===== src/design/lbt_pkg.sv =====
`default_nettype none

package lbt_pkg;

  localparam int unsigned LED_W   = 16;
  localparam int unsigned CNT_W   = 16;
  localparam int unsigned MAX_CHANNELS = 16;

  localparam logic [CNT_W-1:0] FOREVER = 16'hffff;

  localparam logic [1:0] MODE_IDLE      = 2'd0;
  localparam logic [1:0] MODE_TIMED     = 2'd1;
  localparam logic [1:0] MODE_BLINK_ON  = 2'd2;
  localparam logic [1:0] MODE_BLINK_OFF = 2'd3;

  localparam logic [1:0] KIND_TICK    = 2'd0;
  localparam logic [1:0] KIND_SET_ALL = 2'd1;
  localparam logic [1:0] KIND_PROGRAM = 2'd2;

  typedef struct packed {
    logic [1:0]       mode;
    logic             lit;
    logic [CNT_W-1:0] on_limit;
    logic [CNT_W-1:0] off_limit;
    logic [CNT_W-1:0] on_count;
    logic [CNT_W-1:0] off_count;
  } chan_t;

endpackage

`default_nettype wire


===== src/design/lbt_step.sv =====
`default_nettype none

module lbt_step (
  input  wire lbt_pkg::chan_t cur,
  output lbt_pkg::chan_t      nxt,
  output logic                hit
);
  import lbt_pkg::*;

  logic             active;
  logic             use_off;
  logic [CNT_W-1:0] cnt;
  logic [CNT_W-1:0] lim;
  logic [CNT_W-1:0] inc;
  logic             reached;

  // One comparator and one incrementer serve whichever counter the phase uses.
  assign use_off = (cur.mode == MODE_BLINK_OFF);
  assign cnt     = use_off ? cur.off_count : cur.on_count;
  assign lim     = use_off ? cur.off_limit : cur.on_limit;
  assign reached = (cnt >= lim);
  assign inc     = cnt + CNT_W'(1);

  always_comb begin
    case (cur.mode)
      MODE_TIMED:     active = cur.lit && (cur.on_limit != FOREVER);
      MODE_BLINK_ON:  active = 1'b1;
      MODE_BLINK_OFF: active = 1'b1;
      default:        active = 1'b0;
    endcase
  end

  assign hit = active && reached;

  always_comb begin
    nxt = cur;
    if (active) begin
      if (use_off) begin
        nxt.off_count = reached ? '0 : inc;
      end else begin
        nxt.on_count = reached ? '0 : inc;
      end
      if (reached) begin
        case (cur.mode)
          MODE_TIMED: begin
            nxt.mode = MODE_IDLE;
            nxt.lit  = 1'b0;
          end
          MODE_BLINK_ON: begin
            nxt.mode = MODE_BLINK_OFF;
            nxt.lit  = 1'b0;
          end
          MODE_BLINK_OFF: begin
            nxt.mode = MODE_BLINK_ON;
            nxt.lit  = 1'b1;
          end
          default: begin
            nxt.mode = cur.mode;
          end
        endcase
      end
    end
  end

endmodule

`default_nettype wire


===== src/design/led_blink_timer_controller_unit.sv =====
`default_nettype none

// Channel   Handshake              Payload
// request   in_valid / in_ready    kind, channel, mode, lit_level, on_period,
//                                  off_period, all_bitmap
// result    out_valid / out_ready  led_bitmap
//
// A tick request walks the channels one per cycle through the shared step unit,
// and produces a result only when at least one channel's step hit its limit.
// Set-all and in-range program requests go straight to the finishing state; an out-of-range program is dropped.
// The block takes a new request only when the sequencer is idle.
// A finished result waits in the output register; a following result waits
// until that register has been taken.
// Reset is synchronous and clears every channel to idle and the pattern to dark.
module led_blink_timer_controller_unit #(
  parameter int unsigned NUM_CHANNELS = 16
) (
  input  wire                        clk,
  input  wire                        rst,
  input  wire                        in_valid,
  output logic                       in_ready,
  input  wire  [1:0]                 kind,
  input  wire  [3:0]                 channel,
  input  wire  [1:0]                 mode,
  input  wire                        lit_level,
  input  wire  [lbt_pkg::CNT_W-1:0]  on_period,
  input  wire  [lbt_pkg::CNT_W-1:0]  off_period,
  input  wire  [lbt_pkg::LED_W-1:0]  all_bitmap,
  output logic                       out_valid,
  input  wire                        out_ready,
  output logic [lbt_pkg::LED_W-1:0]  led_bitmap
);
  import lbt_pkg::*;

  localparam int unsigned IDX_W = (NUM_CHANNELS > 1) ? $clog2(NUM_CHANNELS) : 1;
  localparam logic [IDX_W-1:0] LAST = IDX_W'(NUM_CHANNELS - 1);

  localparam logic [1:0] ST_IDLE = 2'd0;
  localparam logic [1:0] ST_WALK = 2'd1;
  localparam logic [1:0] ST_DONE = 2'd2;

  logic [1:0]       state;
  logic [IDX_W-1:0] idx;
  logic             any_hit;
  logic [LED_W-1:0] pattern;
  chan_t            chans [NUM_CHANNELS];

  chan_t            step_nxt;
  logic             step_hit;
  logic             ch_ok;
  logic             load_out;

  lbt_step u_step (
    .cur (chans[idx]),
    .nxt (step_nxt),
    .hit (step_hit)
  );

  assign in_ready = (state == ST_IDLE);
  assign ch_ok    = ({1'b0, channel} < 5'(NUM_CHANNELS));
  assign load_out = (state == ST_DONE) && (!out_valid || out_ready);

  always_ff @(posedge clk) begin
    if (rst) begin
      state     <= ST_IDLE;
      idx       <= '0;
      any_hit   <= 1'b0;
      pattern   <= '1;
      out_valid <= 1'b0;
      for (int i = 0; i < NUM_CHANNELS; i++) begin
        chans[i] <= '0;
      end
    end else begin
      if (out_valid && out_ready && !load_out) begin
        out_valid <= 1'b0;
      end
      case (state)
        ST_IDLE: begin
          if (in_valid) begin
            case (kind)
              KIND_TICK: begin
                state   <= ST_WALK;
                idx     <= '0;
                any_hit <= 1'b0;
              end
              KIND_SET_ALL: begin
                for (int i = 0; i < NUM_CHANNELS; i++) begin
                  chans[i].mode     <= MODE_TIMED;
                  chans[i].on_limit <= FOREVER;
                  chans[i].lit      <= ~all_bitmap[i];
                end
                pattern <= all_bitmap;
                state   <= ST_DONE;
              end
              KIND_PROGRAM: begin
                if (ch_ok) begin
                  chans[channel[IDX_W-1:0]] <= '{mode: mode, lit: lit_level,
                                                 on_limit: on_period,
                                                 off_limit: off_period,
                                                 on_count: '0, off_count: '0};
                  pattern[channel] <= ~lit_level;
                  state            <= ST_DONE;
                end
              end
              default: begin
                state <= ST_IDLE;
              end
            endcase
          end
        end
        ST_WALK: begin
          chans[idx] <= step_nxt;
          if (step_hit) begin
            pattern[4'(idx)] <= ~step_nxt.lit;
          end
          any_hit <= any_hit | step_hit;
          if (idx == LAST) begin
            state <= (any_hit || step_hit) ? ST_DONE : ST_IDLE;
          end else begin
            idx <= idx + IDX_W'(1);
          end
        end
        ST_DONE: begin
          if (load_out) begin
            out_valid <= 1'b1;
            state     <= ST_IDLE;
          end
        end
        default: begin
          state <= ST_IDLE;
        end
      endcase
    end
  end

  always_ff @(posedge clk) begin
    if (load_out) begin
      led_bitmap <= pattern;
    end
  end

  a_tick_starts_walk: assert property (@(posedge clk) disable iff (rst)
    in_valid && in_ready && (kind == KIND_TICK) |=> (state == ST_WALK) && (idx == '0))
    else $error("tick request did not start the channel walk at channel zero");

  a_walk_ends: assert property (@(posedge clk) disable iff (rst)
    (state == ST_WALK) && (idx == LAST) |=> (state != ST_WALK))
    else $error("channel walk ran past the last channel");

  a_result_from_done: assert property (@(posedge clk) disable iff (rst)
    $rose(out_valid) |-> ($past(state) == ST_DONE))
    else $error("result raised outside the finishing step");

  a_program_done: assert property (@(posedge clk) disable iff (rst)
    in_valid && in_ready && (kind == KIND_PROGRAM) && ch_ok |=> (state == ST_DONE))
    else $error("program request in range produced no result");

endmodule

`default_nettype wire

===== config.mk =====
export PLATFORM = sky130hd
export DESIGN_NAME = led_blink_timer_controller_unit
export DESIGN_NICKNAME = d
export VERILOG_FILES = /design/src/design/lbt_pkg.sv /design/src/design/lbt_step.sv /design/src/design/led_blink_timer_controller_unit.sv
export SDC_FILE = /design/constraint.sdc
export NUM_CORES = 2
export LEC_CHECK = 0
export BUFFER_PORTS_ARGS = -buffer_cell sky130_fd_sc_hd__buf_2
export CAP_MARGIN = 20
export CORE_AREA = 2 2 259 364
export CTS_CLUSTER_DIAMETER = 200
export DETAILED_ROUTE_END_ITERATION = 16
export DIE_AREA = 0 0 261 366
export PLACE_DENSITY = 0.71
export SYNTH_ARGS = -nofsm -noshare
export SYNTH_HDL_FRONTEND = slang
export SYNTH_SLANG_ARGS = --single-unit

===== constraint.sdc =====
create_clock -name clk -period 11.6 [get_ports clk]
set_input_delay 2.32 -clock clk [delete_from_list [all_inputs] [get_ports clk]]
set_output_delay 2.32 -clock clk [all_outputs]
set_load 0.05 [all_outputs]

Word-level counts from Yosys, hierarchy flattened

Memories as Yosys holds them, arrays and structs flattened. A register that Yosys moved wholly into a read port is not among the register bits.
Cells that the tools add are included.

Add/subtract/negate cells: 2
Reduce and logical (&&, ||, !) cells: 23
Equal/unequal tests: 16
Muxes and demuxes: 108
Magnitude comparators: 5
Bitwise operators: 67

Operators by type and width:

| cell                  | number |
|---|---|
| $mux 16               | 23 |
| $mux 67               | 2 |
| $reduce_or 67->1      | 2 |
| $pmux 16 s2           | 2 |
| $or 1x1->1            | 49 |
| $mux 2                | 20 |
| $mux 1                | 38 |
| $mux 4                | 9 |
| $bwmux 16             | 2 |
| $mux 32               | 1 |
| $not 1->1             | 18 |
| $add 16x1->16 const B | 1 |
| $ge 16x16->1          | 1 |
| $ne 16x16->1 const B  | 1 |
| $pmux 2 s3            | 2 |
| $lt 4x5->1 const B    | 2 |
| $ne 2x2->1 const B    | 5 |
| $demux 1 s4           | 2 |
| $eq 2x2->1 const B    | 4 |
| $ge 4x1->1 const B    | 2 |
| $pmux 4 s2            | 1 |
| $reduce_and 4->1      | 2 |
| $logic_and 1x1->1     | 7 |
| $eq 2x1->1 const B    | 3 |
| other kinds (13)      | 22 |

Memory bits (writable): 1072
Memories: 1
Logic and storage cells: 228
Input port bits: 61
Register bits after elaboration: 40

Memory list:

| memory | words | width | rd ports | clocked after memory_dff | write ports | RTL line                              | RTL |
|---|---|---|---|---|---|---|---|
| chans  | 16    | 67    | 1        | 1                        | 16          | led_blink_timer_controller_unit.sv:46 | `chan_t chans [NUM_CHANNELS];` |

Depth between registers and ports, before layout

Word-level depth: 9
Depth in mapped cells: 24
Depth with buffers taken out: 16

Modules after synthesis

Synthesis repeated with hierarchy kept, for this count alone.

Cell total of the unflattened synthesis: 3508
Area, all modules: 51694.6 um^2

Modules (own cells, without submodules):

| module                          | area an instance (um^2) | instances | cells an instance |
|---|---|---|---|
| led_blink_timer_controller_unit | 49678.9                 | 1         | 3204 |
| lbt_step                        | 2015.7                  | 1         | 304 |

Worst setup path after synthesis

OpenSTA, ideal clock, no wires.

Path kind: register -> register
From: reg with a tool-made name
To: mem chans[12][64] (netlist bit) (data pin)
Buffers on the path: 10
Setup slack: 5.358 ns
Arrival: 5.912 ns
Cell stages (with the launch flop): 25
Required time: 11.270 ns
Clock period less this slack: 6.242 ns
Path through: dfxtp_1 -> buf_6 -> buf_12 -> buf_6 -> buf_6 -> buf_4 -> buf_2 -> clkbuf_1 -> buf_2 -> mux4_2 -> mux4_2 -> nand2_1 -> nand2_1 -> ha_1 -> nand2b_1 -> a21oi_1 -> o21a_1 -> o211ai_1 -> a31oi_1 -> o21a_1 -> clkbuf_1 -> o211ai_1 -> mux2i_1 -> clkbuf_1 -> o22ai_1

RTL lines:

| item          | RTL line |
|---|---|
| end, declared | led_blink_timer_controller_unit.sv:46 |

==> metrics.md <==
| Metric | Value |
|---|---|
| Critical path capture point type | `flop` |
| Routability congestion estimate from global placement | `0.940` |
| End point of the critical path | `chans[0][25]` |
| Final setup viols | `0` |
| Number of iterations in the first detailed-routing pass | `5` |
| Via count of the first global-routing pass | `33289` |
| Type of the most critical hold path | `reg -> reg` |
| Kind of launch point of the worst setup path | `flop` |
| Async set-reset flop share out of synthesis | `0%` |
| Nets | `3613` |
| Most frequent cells in the layout | `1088 x sky130_fd_sc_hd__edfxtp_1, 801 x sky130_fd_sc_hd__nor2_1, 304 x sky130_fd_sc_hd__mux4_2` |
| Clock period minus final worst setup slack | `7.85 ns` |
| Number of enable flip-flop cells after synthesis | `1088` |
| Max Fanout on Critical Path | `41` |
| Root Buffer Master | `sky130_fd_sc_hd__clkbuf_16` |
| Setup slack of the worst register-to-register path | `3.75 ns` |
| Wirelength per Cell | `31.9 µm` |
| DRC violation total after the first TritonRoute iteration | `4946` |
| Maximum clock frequency | `127 MHz` |
| DIE HEIGHT | `366 µm` |
| Peak ir drop on the vdd network | `0.000183 V` |
| Post-route fraction of the period consumed by the critical path | `67.7%` |
| Gr usage total | `32.5%` |
| Count of boundary I/O pins | `79` |
| Total power divided by cell area | `157 mW/mm²` |
| Drt via density | `6.87` |
| Site Rows | `132` |
| Clock buffers created by TritonCTS | `99` |
| Final Max Slew Viols | `0` |
| Grt ovf | `0` |
| Clock latency on the worst-skew pair | `0.72 ns` |
| Setup ws final | `3.75 ns` |
| Mean post-synth cell area | `14.3 µm²` |
| Number of instances resized during post-cts repair | `0` |
| DIE AREA | `0.0955 mm²` |
| Met2 GRT Util | `53.1%` |
| Longest Clk Path Bufs | `3` |
| Detailed-placement wirelength estimate | `87600 µm` |
| Number of DRC violations after detailed routing | `0` |
| Synth unique cells | `64` |
| Required arrival time at the worst endpoint | `12.00 ns` |
| Global Route met1 Usage | `40.6%` |
| Layout Area Growth over Synthesis | `9.83%` |
| Number of setup buffers added after CTS | `0` |
| Total wire length | `154000 µm` |
| Clock sink count | `1116` |
| Final TNS setup | `0 ns` |
| Number of antenna repair diodes | `0` |
| Count of hold buffers inserted by post-cts repair | `0` |
| Predominant post-synthesis flop cell | `sky130_fd_sc_hd__edfxtp_1` |
| Portion of the post-synthesis area used by sequential elements | `66.0%` |
| Actual transition at the worst max-transition pin | `1.36 ns` |
| Unrepaired setup endpoints after global routing | `no` |
| Crit path DAT | `8.25 ns` |
| IO Port Bufs | `78` |
| Synthesized area | `0.0504 mm²` |
| Global-route wire length before repair | `222000 µm` |
| End of the worst register-to-register path | `chans[0][25]` |
| Final Hold Vio Count | `0` |
| Setup Slack @ Placement | `3.85 ns` |
| # Max-Cap Violations | `0` |
| Antenna viol nets, final | `0` |
| Total number of vias | `33111` |
| GRT busiest layer | `met2` |
| Result of the run | `finished clean` |
| Flop and latch count out of synthesis | `1116` |
| Initial cell density of the core | `54.6%` |
| Count of fill cells added during filler insertion | `6941` |
| Share of final-layout standard cells stronger than drive strength 1 | `20.2%` |
| Grt met3 use | `6.78%` |
| Net count of the mapped netlist | `3610` |
| Yosys warnings | `0` |
| Number of instances in the synthesized netlist | `3525` |
| Slew headroom | `9.59%` |
| TritonCTS clock tree | `built` |
| Pin count of the biggest net entering global routing | `90` |
| Horizontal extent of the die | `261 µm` |
| Most common cell after layout, fill and taps aside | `sky130_fd_sc_hd__edfxtp_1` |
| Worst setup path category | `reg -> reg` |
| R2r worst-path depth | `17` |
| CTS HTree Levels | `3` |
| Number of antenna violations at the first check in global routing | `3` |
| Total power after layout | `8.70 mW` |
| CTS clock-pin slew for the worst setup and hold paths | `0.07 ns` |
| Leakage Power | `18.7 nW` |
| Area of the core | `0.0922 mm²` |
| Worst clock skew | `0.0303 ns` |
[power breakdown]
group          total [mW]  internal, mW  switching (mW)
combinational       0.736         0.234           0.502
sequential           4.66          4.60          0.0522
clock                3.30          1.81            1.49
total                8.70          6.65            2.04
[critical path, stage by stage, from the launching register on]
cell and delay, ns:
sky130_fd_sc_hd__dfxtp_4 0.75, sky130_fd_sc_hd__buf_4 0.78, sky130_fd_sc_hd__mux4_2 0.59, sky130_fd_sc_hd__a22o_1 0.24
sky130_fd_sc_hd__a221o_1 0.50, sky130_fd_sc_hd__nand2_1 0.38, sky130_fd_sc_hd__buf_4 0.41, sky130_fd_sc_hd__o21ai_0 0.27
sky130_fd_sc_hd__ha_1 0.38, sky130_fd_sc_hd__a21oi_1 0.07, sky130_fd_sc_hd__o21ai_0 0.14, sky130_fd_sc_hd__nor3_1 0.06
sky130_fd_sc_hd__o211ai_1 0.09, sky130_fd_sc_hd__a31oi_1 0.26, sky130_fd_sc_hd__o21ai_2 0.85, sky130_fd_sc_hd__nor2_1 0.37
sky130_fd_sc_hd__a22oi_1 1.10, sky130_fd_sc_hd__nor2_1 0.14
[Yosys cell counts, types with 18 or more instances]
cell type | n | share of area (%)
sky130_fd_sc_hd__a21oi_1 | 179 | 1.8
sky130_fd_sc_hd__a22oi_1 | 76 | 1.1
sky130_fd_sc_hd__and2_1 | 18 | 0.22
sky130_fd_sc_hd__buf_2 | 39 | 0.39
sky130_fd_sc_hd__clkbuf_1 | 237 | 1.8
sky130_fd_sc_hd__dfxtp_1 | 28 | 1.1
sky130_fd_sc_hd__edfxtp_1 | 1088 | 65
sky130_fd_sc_hd__ha_1 | 24 | 0.60
sky130_fd_sc_hd__inv_1 | 20 | 0.15
sky130_fd_sc_hd__mux2i_1 | 40 | 0.80
sky130_fd_sc_hd__mux4_2 | 304 | 14
sky130_fd_sc_hd__nand2_1 | 128 | 0.95
sky130_fd_sc_hd__nand3_1 | 30 | 0.30
sky130_fd_sc_hd__nor2_1 | 807 | 6.0
sky130_fd_sc_hd__nor2b_1 | 22 | 0.27
sky130_fd_sc_hd__nor3_1 | 34 | 0.34
sky130_fd_sc_hd__o21ai_0 | 206 | 2.0
sky130_fd_sc_hd__o22ai_1 | 28 | 0.35
[registers in the layout, summed over array words and instances (netlist names), named ones only]
name        flops
led_bitmap     16
any_hit         1
chans        1072
out_valid       1
idx             4
pattern        16
state           2
[cells by family after synthesis]
group	after synthesis	share of synthesized area, %
multiplexers	351	14.5
adder cells (fa/ha/maj)	24	0.596
flip-flops	1116	66.0
AND/OR/NAND/NOR	1099	8.88
AO/OA/AOI/OAI	590	6.98
XOR/XNOR	10	0.174
buffers and inverters	335	2.83
[metrics by stage]
| stage | cell area, µm² | util [%] | hold WS [ns] | cells |
|---|---|---|---|---|
| 2_1_floorplan | 50400 | - | 0.409 | 3525 |
| 3_3_place_gp | 51900 | 56.4 | 0.418 | 4608 |
| 3_5_place_dp | 52000 | 56.5 | 0.426 | 4622 |
| 4_1_cts | 55200 | 59.9 | 0.440 | 4807 |
| 5_1_grt | 55300 | 60.0 | 0.451 | 4818 |
| 6_report | 55300 | 60.0 | 0.433 | 4818 |
[routing by layer]
layer / vias up / share of wire, %
met5: - / 0.022
met4: 6 / 6.4
met1: 16574 / 33
met3: 580 / 12
li1: 13405 / -
met2: 2546 / 49
[area by class of cell]
class / count / area (µm²) / area share (%)
Clock inverter: 58 / 449 / 0.812
Inverter: 20 / 75.1 / 0.136
Clock buffer: 127 / 2730 / 4.94
Tap cell: 1206 / 1510 / 2.73
Timing Repair Buffer: 217 / 1450 / 2.63
Sequential cell: 1116 / 33200 / 60.1
Multi-Input combinational cell: 2074 / 15800 / 28.7
[worst min-delay path by stage]
stage,to,from,cells past startpoint,slack (ns)
floorplan,led_bitmap[0],pattern[0],0,0.41
global placement,led_bitmap[1],pattern[1],0,0.42
detailed placement,led_bitmap[7],pattern[7],0,0.43
CTS,led_bitmap[7],pattern[7],0,0.44
global route,led_bitmap[11],pattern[11],0,0.45
finish,led_bitmap[15],pattern[15],0,0.43
No activity file was read; power rests on OpenSTA's default activity.
